**src/rtl/core/cwd_pkg.sv**
```systemverilog
`timescale 1ns / 1ps
// ----------------------------------------------------------------------------
// cwd_pkg
// Shared types and codes for the common word text decompressor.
// ----------------------------------------------------------------------------
package cwd_pkg;

  // Request codes on the input channel
  typedef enum logic [1:0] {
    REQ_CLEAR  = 2'd0,
    REQ_APPEND = 2'd1,
    REQ_TEXT   = 2'd2
  } req_e;

  // Fault codes carried on the last word of an item
  typedef enum logic [1:0] {
    FAULT_NONE  = 2'd0,
    FAULT_INDEX = 2'd1,
    FAULT_TRUNC = 2'd2,
    FAULT_FULL  = 2'd3
  } fault_e;

  // Kind of the previous element in the current message
  typedef enum logic [1:0] {
    KIND_START = 2'd0,
    KIND_WORD  = 2'd1,
    KIND_PLAIN = 2'd2
  } kind_e;

  // Sequencer states, one-hot
  typedef enum logic [5:0] {
    ST_IDLE   = 6'b000001,
    ST_LOOKUP = 6'b000010,
    ST_SPACE  = 6'b000100,
    ST_READ   = 6'b001000,
    ST_CHAR   = 6'b010000,
    ST_SINGLE = 6'b100000
  } state_e;

  // One result word
  typedef struct packed {
    logic [7:0] out_byte;
    logic       last;
    logic       message_end;
    fault_e     fault;
  } rsp_t;

  localparam logic [7:0] SPACE_CHAR  = 8'h20;
  localparam int         MAX_RESULTS = 32;
  localparam int         NW          = $clog2(MAX_RESULTS + 1);

endpackage

```
**src/rtl/core/cwd_if.sv**
```systemverilog


interface cwd_rsp_if;
  logic       valid;
  logic       ready;
  logic [7:0] out_byte;
  logic       last;
  logic       message_end;
  logic [1:0] fault;

  modport source (output valid, out_byte, last, message_end, fault, input ready);
  modport sink   (input valid, out_byte, last, message_end, fault, output ready);
endinterface

```
**src/rtl/core/cwd_out_stage.sv**
```systemverilog
`timescale 1ns / 1ps
// ----------------------------------------------------------------------------
// cwd_out_stage
// Output register that holds one result word until the sink takes it.
// ----------------------------------------------------------------------------
module cwd_out_stage import cwd_pkg::*; (
  input  logic      clk_i,
  input  logic      rst_ni,
  input  logic      load_i,
  input  rsp_t      data_i,
  output logic      free_o,
  cwd_rsp_if.source rsp_o
);

  logic valid_q, valid_d;
  rsp_t data_q;

  // Accept a new word when empty or when the held one leaves now
  assign free_o = !valid_q || rsp_o.ready;

  always_comb begin
    if (load_i) begin
      valid_d = 1'b1;
    end else if (rsp_o.ready) begin
      valid_d = 1'b0;
    end else begin
      valid_d = valid_q;
    end
  end

  always_ff @(posedge clk_i or negedge rst_ni) begin
    if (!rst_ni) begin
      valid_q <= 1'b0;
    end else begin
      valid_q <= valid_d;
    end
  end

  // Hold payload; load only on an accepted slot
  always_ff @(posedge clk_i) begin
    if (load_i) begin
      data_q <= data_i;
    end
  end

  assign rsp_o.valid       = valid_q;
  assign rsp_o.out_byte    = data_q.out_byte;
  assign rsp_o.last        = data_q.last;
  assign rsp_o.message_end = data_q.message_end;
  assign rsp_o.fault       = data_q.fault;

endmodule
```
**src/flat_wrapper.sv**
```systemverilog
// flat-port wrapper written by rule: the top's interface ports become plain ports
module cwd_out_stage_flat import cwd_pkg::*;
  (clk_i, rst_ni, load_i, data_i, free_o, rsp_o_valid, rsp_o_out_byte, rsp_o_last, rsp_o_message_end, rsp_o_fault, rsp_o_ready);
  cwd_rsp_if rsp_o_i ();
  input  logic clk_i;
  input  logic rst_ni;
  input  logic load_i;
  input  rsp_t data_i;
  output logic free_o;
  output wire logic [$bits(rsp_o_i.valid)-1:0] rsp_o_valid;
  output wire logic [$bits(rsp_o_i.out_byte)-1:0] rsp_o_out_byte;
  output wire logic [$bits(rsp_o_i.last)-1:0] rsp_o_last;
  output wire logic [$bits(rsp_o_i.message_end)-1:0] rsp_o_message_end;
  output wire logic [$bits(rsp_o_i.fault)-1:0] rsp_o_fault;
  input wire logic [$bits(rsp_o_i.ready)-1:0] rsp_o_ready;
  assign rsp_o_valid = rsp_o_i.valid;
  assign rsp_o_out_byte = rsp_o_i.out_byte;
  assign rsp_o_last = rsp_o_i.last;
  assign rsp_o_message_end = rsp_o_i.message_end;
  assign rsp_o_fault = rsp_o_i.fault;
  assign rsp_o_i.ready = rsp_o_ready;
  cwd_out_stage u_core (.clk_i(clk_i), .rst_ni(rst_ni), .load_i(load_i), .data_i(data_i), .free_o(free_o), .rsp_o(rsp_o_i));
endmodule
```
**config.mk**
```make
export PLATFORM = sky130hd
export DESIGN_NAME = cwd_out_stage_flat
export DESIGN_NICKNAME = d
export VERILOG_FILES = /design/src/rtl/core/cwd_pkg.sv /design/src/rtl/core/cwd_if.sv /design/src/rtl/core/cwd_out_stage.sv /design/src/flat_wrapper.sv
export SDC_FILE = /design/constraint.sdc
export NUM_CORES = 1
export LEC_CHECK = 0
export ABC_CLOCK_PERIOD_IN_PS = 900
export BUFFER_PORTS_ARGS = -buffer_cell sky130_fd_sc_hd__buf_4
export CORE_AREA = 2 2 39 41
export CTS_BUF_LIST = sky130_fd_sc_hd__clkbuf_4 sky130_fd_sc_hd__clkbuf_8 sky130_fd_sc_hd__clkbuf_16
export DETAILED_ROUTE_END_ITERATION = 12
export DIE_AREA = 0 0 41 43
export HOLD_SLACK_MARGIN = 0.1
export PLACE_DENSITY = 0.69
export SLEW_MARGIN = 20
export SYNTH_ARGS = -nofsm -noshare
export SYNTH_HDL_FRONTEND = slang
export SYNTH_SLANG_ARGS = --single-unit
```
**constraint.sdc**
```tcl
create_clock -name clk_i -period 0.9 [get_ports clk_i]
set_input_delay 0.045 -clock clk_i [delete_from_list [all_inputs] [get_ports clk_i]]
set_output_delay 0.045 -clock clk_i [all_outputs]
set_load 0.05 [all_outputs]
```
# Word-level counts from Yosys, hierarchy flattened
# Index checks and enable logic that the tools add are counted.
[classes]
muxes = 2
n_reduce_logical = 3
[op_table]
columns = ["cell", "n"]
rows = [
  ["two-way mux 1 bit", 2],
  ["nonzero test 2 bit", 1],
  ["zero test 1 bit", 1],
  ["logical OR 1 bit", 1],
]
[totals]
ff_bits = 13
inputBits = 16
output_inout_bits = 14
elab_cells = 10

# Depth between registers and ports, before layout
[logic_depth]
ltp_word = 2
mapped_depth = 2
depth_no_buf = 2

# Worst setup path after synthesis
# Ideal clock, no wire load.
[synth_path]
path_type = "register to register"
startpoint = "reg u_core.rsp_o.valid (netlist name)"
endpoint = "reg u_core.valid_q, in the netlist u_core.rsp_o.valid"
setup_ns = 0.069
arrival_time_ns = 0.964
required_time_ns = 0.831
setup_slack_ns = -0.133
stages_incl_launch_ff = 3
n_path_buf = 0
synth_period_minus_slack_ns = 1.033
cell_sequence = "dfrtp_1 -> nand2b_4 -> nand2b_2"
[synth_rtl]
columns = ["item", "line_no", "rtl"]
rows = [
  ["end signal, assigned", "cwd_out_stage.sv:35", "valid_q <= valid_d;"],
  ["end, declared", "cwd_out_stage.sv:15", "logic valid_q, valid_d;"],
]

# Worst setup path in the final report
[layout_path]
startpoint = "reg u_core.valid_q, in the netlist u_core.rsp_o.valid"
endpoint = "out free_o"
[layout_between]
elab_chain_cells = 2
[layout_lines]
columns = ["item", "line_no", "rtl"]
rows = [
  ["zero test 1 bit", "cwd_out_stage.sv:19", "assign free_o = !valid_q || rsp_o.ready;"],
  ["logical OR 1 bit", "cwd_out_stage.sv:19", ""],
  ["end, declared", "flat_wrapper.sv:9", "output logic free_o;"],
]
# No other way between the ends.

==> impl_metrics.prom <==
# TYPE chip_impl_metric gauge
chip_impl_info{name="status",value="finished, violations left"} 1
chip_impl_info{name="failing_checks",value="negative setup slack"} 1
chip_impl_metric{name="final-max-slew-violation-count",unit=""} 0
chip_impl_metric{name="numCtsBuffers",unit=""} 3
chip_impl_metric{name="syn-instance-count",unit=""} 15
chip_impl_metric{name="crit_buf_inv",unit=""} 1
chip_impl_info{name="worst_setup_path_end_kind",value="primary output"} 1
chip_impl_metric{name="drive_gt1_share",unit="%"} 59.4
chip_impl_metric{name="p_leak",unit="nW"} 0.381
chip_impl_metric{name="htree_num_levels",unit=""} 1
chip_impl_info{name="critical-path-top-delay-family",value="flip-flops"} 1
chip_impl_metric{name="detail_route.vias_per_cell",unit=""} 4.13
chip_impl_metric{name="diodes",unit=""} 0
chip_impl_metric{name="sequential_cell_area",unit="um^2"} 387
chip_impl_metric{name="synth_fp_nets",unit=""} 31
chip_impl_metric{name="synth.cell_area",unit="um^2"} 408
chip_impl_metric{name="multiInputGateArea",unit="um^2"} 22.5
chip_impl_metric{name="worst_ir_drop_vdd",unit="V"} 0.000893
chip_impl_metric{name="grt_pass1_wl",unit="um"} 1390
chip_impl_info{name="synthFlopType",value="edfxtp_1"} 1
chip_impl_info{name="cts.root.buffer_cell",value="clkbuf_4"} 1
chip_impl_metric{name="worstPathArrival",unit="ns"} 0.91
chip_impl_metric{name="fin_util",unit="%"} 63.7
chip_impl_metric{name="place_congestion",unit=""} 0.570
chip_impl_metric{name="coreArea",unit="um^2"} 1380
chip_impl_metric{name="via_count",unit=""} 330
chip_impl_metric{name="finalWorstPathRequiredPeriod",unit="ns"} 0.957
chip_impl_info{name="hold_path.class",value="input port to flop"} 1
chip_impl_metric{name="io_pins",unit=""} 30
chip_impl_metric{name="synth_async_sr_flop_share",unit="%"} 7.69
chip_impl_metric{name="synth_simple_gate_area_share",unit="%"} 5.52
chip_impl_metric{name="overflow",unit=""} 0
chip_impl_metric{name="design_area_final",unit="um^2"} 881
chip_impl_metric{name="place.detailed.instances",unit=""} 60
chip_impl_info{name="main_combinational_cell_family_by_area_after_synthesis",value="simple AND/OR/NAND/NOR gates"} 1
chip_impl_metric{name="max_clock_freq",unit="GHz"} 1.05
chip_impl_metric{name="mux_cell_area_share_after_synthesis",unit="%"} 0
chip_impl_metric{name="grt_antenna_before_repair",unit=""} 0
chip_impl_metric{name="postLayoutSetupSlackWorst",unit="ns"} -0.0565
chip_impl_info{name="cpMaxStageDelayCell",value="dfrtp_2"} 1
chip_impl_metric{name="first_global_vias",unit=""} 355
chip_impl_metric{name="timing.final.setup_violations",unit=""} 2
chip_impl_metric{name="post_synth_fa_ha_maj_area_fraction",unit="%"} 0
chip_impl_metric{name="proportion_of_netlist_area_held_by_the_largest_area_contributor",unit="%"} 88.3
chip_impl_info{name="synthDominantAreaCellType",value="edfxtp_1"} 1
chip_impl_metric{name="track_usage",unit="%"} 12.8
chip_impl_metric{name="stdcell_count",unit=""} 80
chip_impl_metric{name="worst_ep_required_time",unit="ns"} 0.85
chip_impl_metric{name="area_delta_synth_final",unit="%"} 116
chip_impl_metric{name="powerDensity",unit="nW/um^2"} 1720
chip_impl_metric{name="insertion_delay",unit="ns"} 0.26
chip_impl_metric{name="timing.critical_path.slowest_cell_delay",unit="ns"} 0.43
chip_impl_metric{name="yosys_register_bits",unit=""} 13
chip_impl_metric{name="actual_slew_at_the_worst_max_slew_pin",unit="ns"} 0.161
chip_impl_metric{name="design_power_total",unit="mW"} 1.51
chip_impl_metric{name="maxCapViolCount",unit=""} 0
chip_impl_metric{name="post_drt_wl_per_cell",unit="um"} 11.7
chip_impl_metric{name="die-area",unit="um^2"} 1760
chip_impl_metric{name="critPathMaxFanout",unit=""} 2
chip_impl_metric{name="hold-worst-slack",unit="ns"} 0.107
chip_impl_metric{name="number_of_enable_flip_flop_cells_after_synthesis",unit=""} 12
chip_impl_metric{name="synth_seq_area_share",unit="%"} 94.5
chip_impl_metric{name="synthXorXnorAreaFrac",unit="%"} 0
chip_impl_metric{name="post-route-drc-count",unit=""} 0
chip_impl_metric{name="routed_wl",unit="um"} 934
chip_impl_metric{name="slew_headroom",unit="%"} 89.3
chip_impl_metric{name="clockBufferDepth",unit=""} 2
chip_impl_metric{name="placementRows",unit=""} 14
chip_impl_metric{name="placed_area",unit="um^2"} 647
chip_impl_info{name="startpoint_type",value="flop"} 1
chip_impl_info{name="timing.setup.critical_path_class",value="flop to primary output"} 1
chip_impl_metric{name="ys.warnings.count",unit=""} 0
chip_impl_metric{name="die_x",unit="um"} 41
chip_impl_info{name="synth_common_cells",value="12 x edfxtp_1, 1 x dfrtp_1, 1 x nand2b_2, 1 x nand2b_4"} 1
chip_impl_metric{name="setup_total_negative_slack",unit="ns"} -0.0859
chip_impl_info{name="grt_setup_unrepaired",value="yes"} 1
chip_impl_metric{name="fin_skew",unit="ns"} 0
chip_impl_metric{name="post_layout_nets",unit=""} 81
chip_impl_metric{name="die-height",unit="um"} 43
chip_impl_info{name="tritoncts",value="done"} 1
chip_impl_metric{name="syn_area_per_cell",unit="um^2"} 27.2
chip_impl_metric{name="initial_core_util",unit="%"} 29.5
chip_impl_metric{name="numClockSinks",unit=""} 13
chip_impl_info{name="synth.area.top_cells",value="edfxtp_1 88%, dfrtp_1 6.1%, nand2b_4 3.4%"} 1
chip_impl_metric{name="io_buffers",unit=""} 29
chip_impl_metric{name="drt_iter0_markers",unit=""} 2
chip_impl_info{name="yosysMostFrequentCell",value="edfxtp_1"} 1
chip_impl_info{name="worstPathCellList",value="nand2b_4 -> buf_8"} 1
chip_impl_metric{name="fillerInstances",unit=""} 109
chip_impl_metric{name="timing.final.hold_violations",unit=""} 0
chip_impl_metric{name="drt-pass1-iter-count",unit=""} 2
chip_impl_metric{name="pin_count_of_the_biggest_net_entering_global_routing",unit=""} 14
chip_impl_metric{name="place_hpwl",unit="um"} 579
chip_impl_metric{name="placement.setup.worst_slack",unit="ns"} 0.188
chip_impl_metric{name="cts.reportedPaths.clkPinSlew",unit="ns"} 0.07
chip_impl_metric{name="ys_types",unit=""} 4
chip_impl_metric{name="compound_cell_area_share_of_the_yosys_netlist",unit="%"} 0
chip_impl_metric{name="min_period_over_period",unit="%"} 106
chip_impl_metric{name="ant_nets",unit=""} 0
-- path summary, 6_finish.rpt --
check                                         from                        to  slack [ns]  cells after the start
worst max register to register  u_core.rsp_o.valid        u_core.rsp_o.valid        0.05                      4
worst min register to register  u_core.rsp_o.valid        u_core.rsp_o.valid        0.77                      4
worst max-delay path            u_core.rsp_o.valid                    free_o       -0.06                      2
worst min-delay path                        load_i  u_core.rsp_o.out_byte[6]        0.11                      1
min in group asynchronous                   rst_ni        u_core.rsp_o.valid        0.61                      3
max in group asynchronous                   rst_ni        u_core.rsp_o.valid        0.18                      3
-- registers in the layout (all words and copies together), names as in the netlist --
name and flops:
u_core.rsp_o.out_byte 8, u_core.rsp_o.fault 2, u_core.rsp_o.last 1, u_core.rsp_o.message_end 1
u_core.rsp_o.valid 1
-- cell usage in the layout, fill, tap and decap left out --
| cell type | count |
|---|---|
| buf_4 | 19 |
| dlygate4sd3_1 | 14 |
| edfxtp_1 | 12 |
| buf_6 | 11 |
| clkbuf_4 | 4 |
| nand2b_4 | 1 |
| nand2b_2 | 1 |
| buf_8 | 1 |
| dfrtp_2 | 1 |
-- layout make-up --
cell class                      instances  share of cell area [%]
Clock buffer                            4                    3.41
Sequential cell                        13                    43.9
Timing Repair Buffer                   45                    47.9
Multi-Input combinational cell          2                    2.56
Tap cell                               16                    2.27
-- where the power goes --
part / internal [mW] / switching [mW] / leakage (nW)
clock network: 0.202 / 0.170 / 0.0184
logic: 0.182 / 0.226 / 0.235
registers: 0.713 / 0.0202 / 0.127
total: 1.10 / 0.416 / 0.381
-- metal layers --
layer	vias to the layer above	part of all wire, %	GRT usage, %
met4	0	0.96	10.0
li1	156	-	-
met5	-	0	0
met1	140	34	11.1
met2	32	46	20.0
met3	2	19	7.33
-- what timing repair did --
action | CTS | global route
hold buffers | 14 | 0
buffers inserted | 1 | 1
setup endpoints to repair | 3 | 13
endpoints found under the hold margin | 13 | 0
gates resized for setup | 3 | 10
-- kinds of logic after synthesis --
kind of cell / count (synthesis)
flip-flops: 13
AND/OR/NAND/NOR: 2
(Power assumes the default switching activity.)
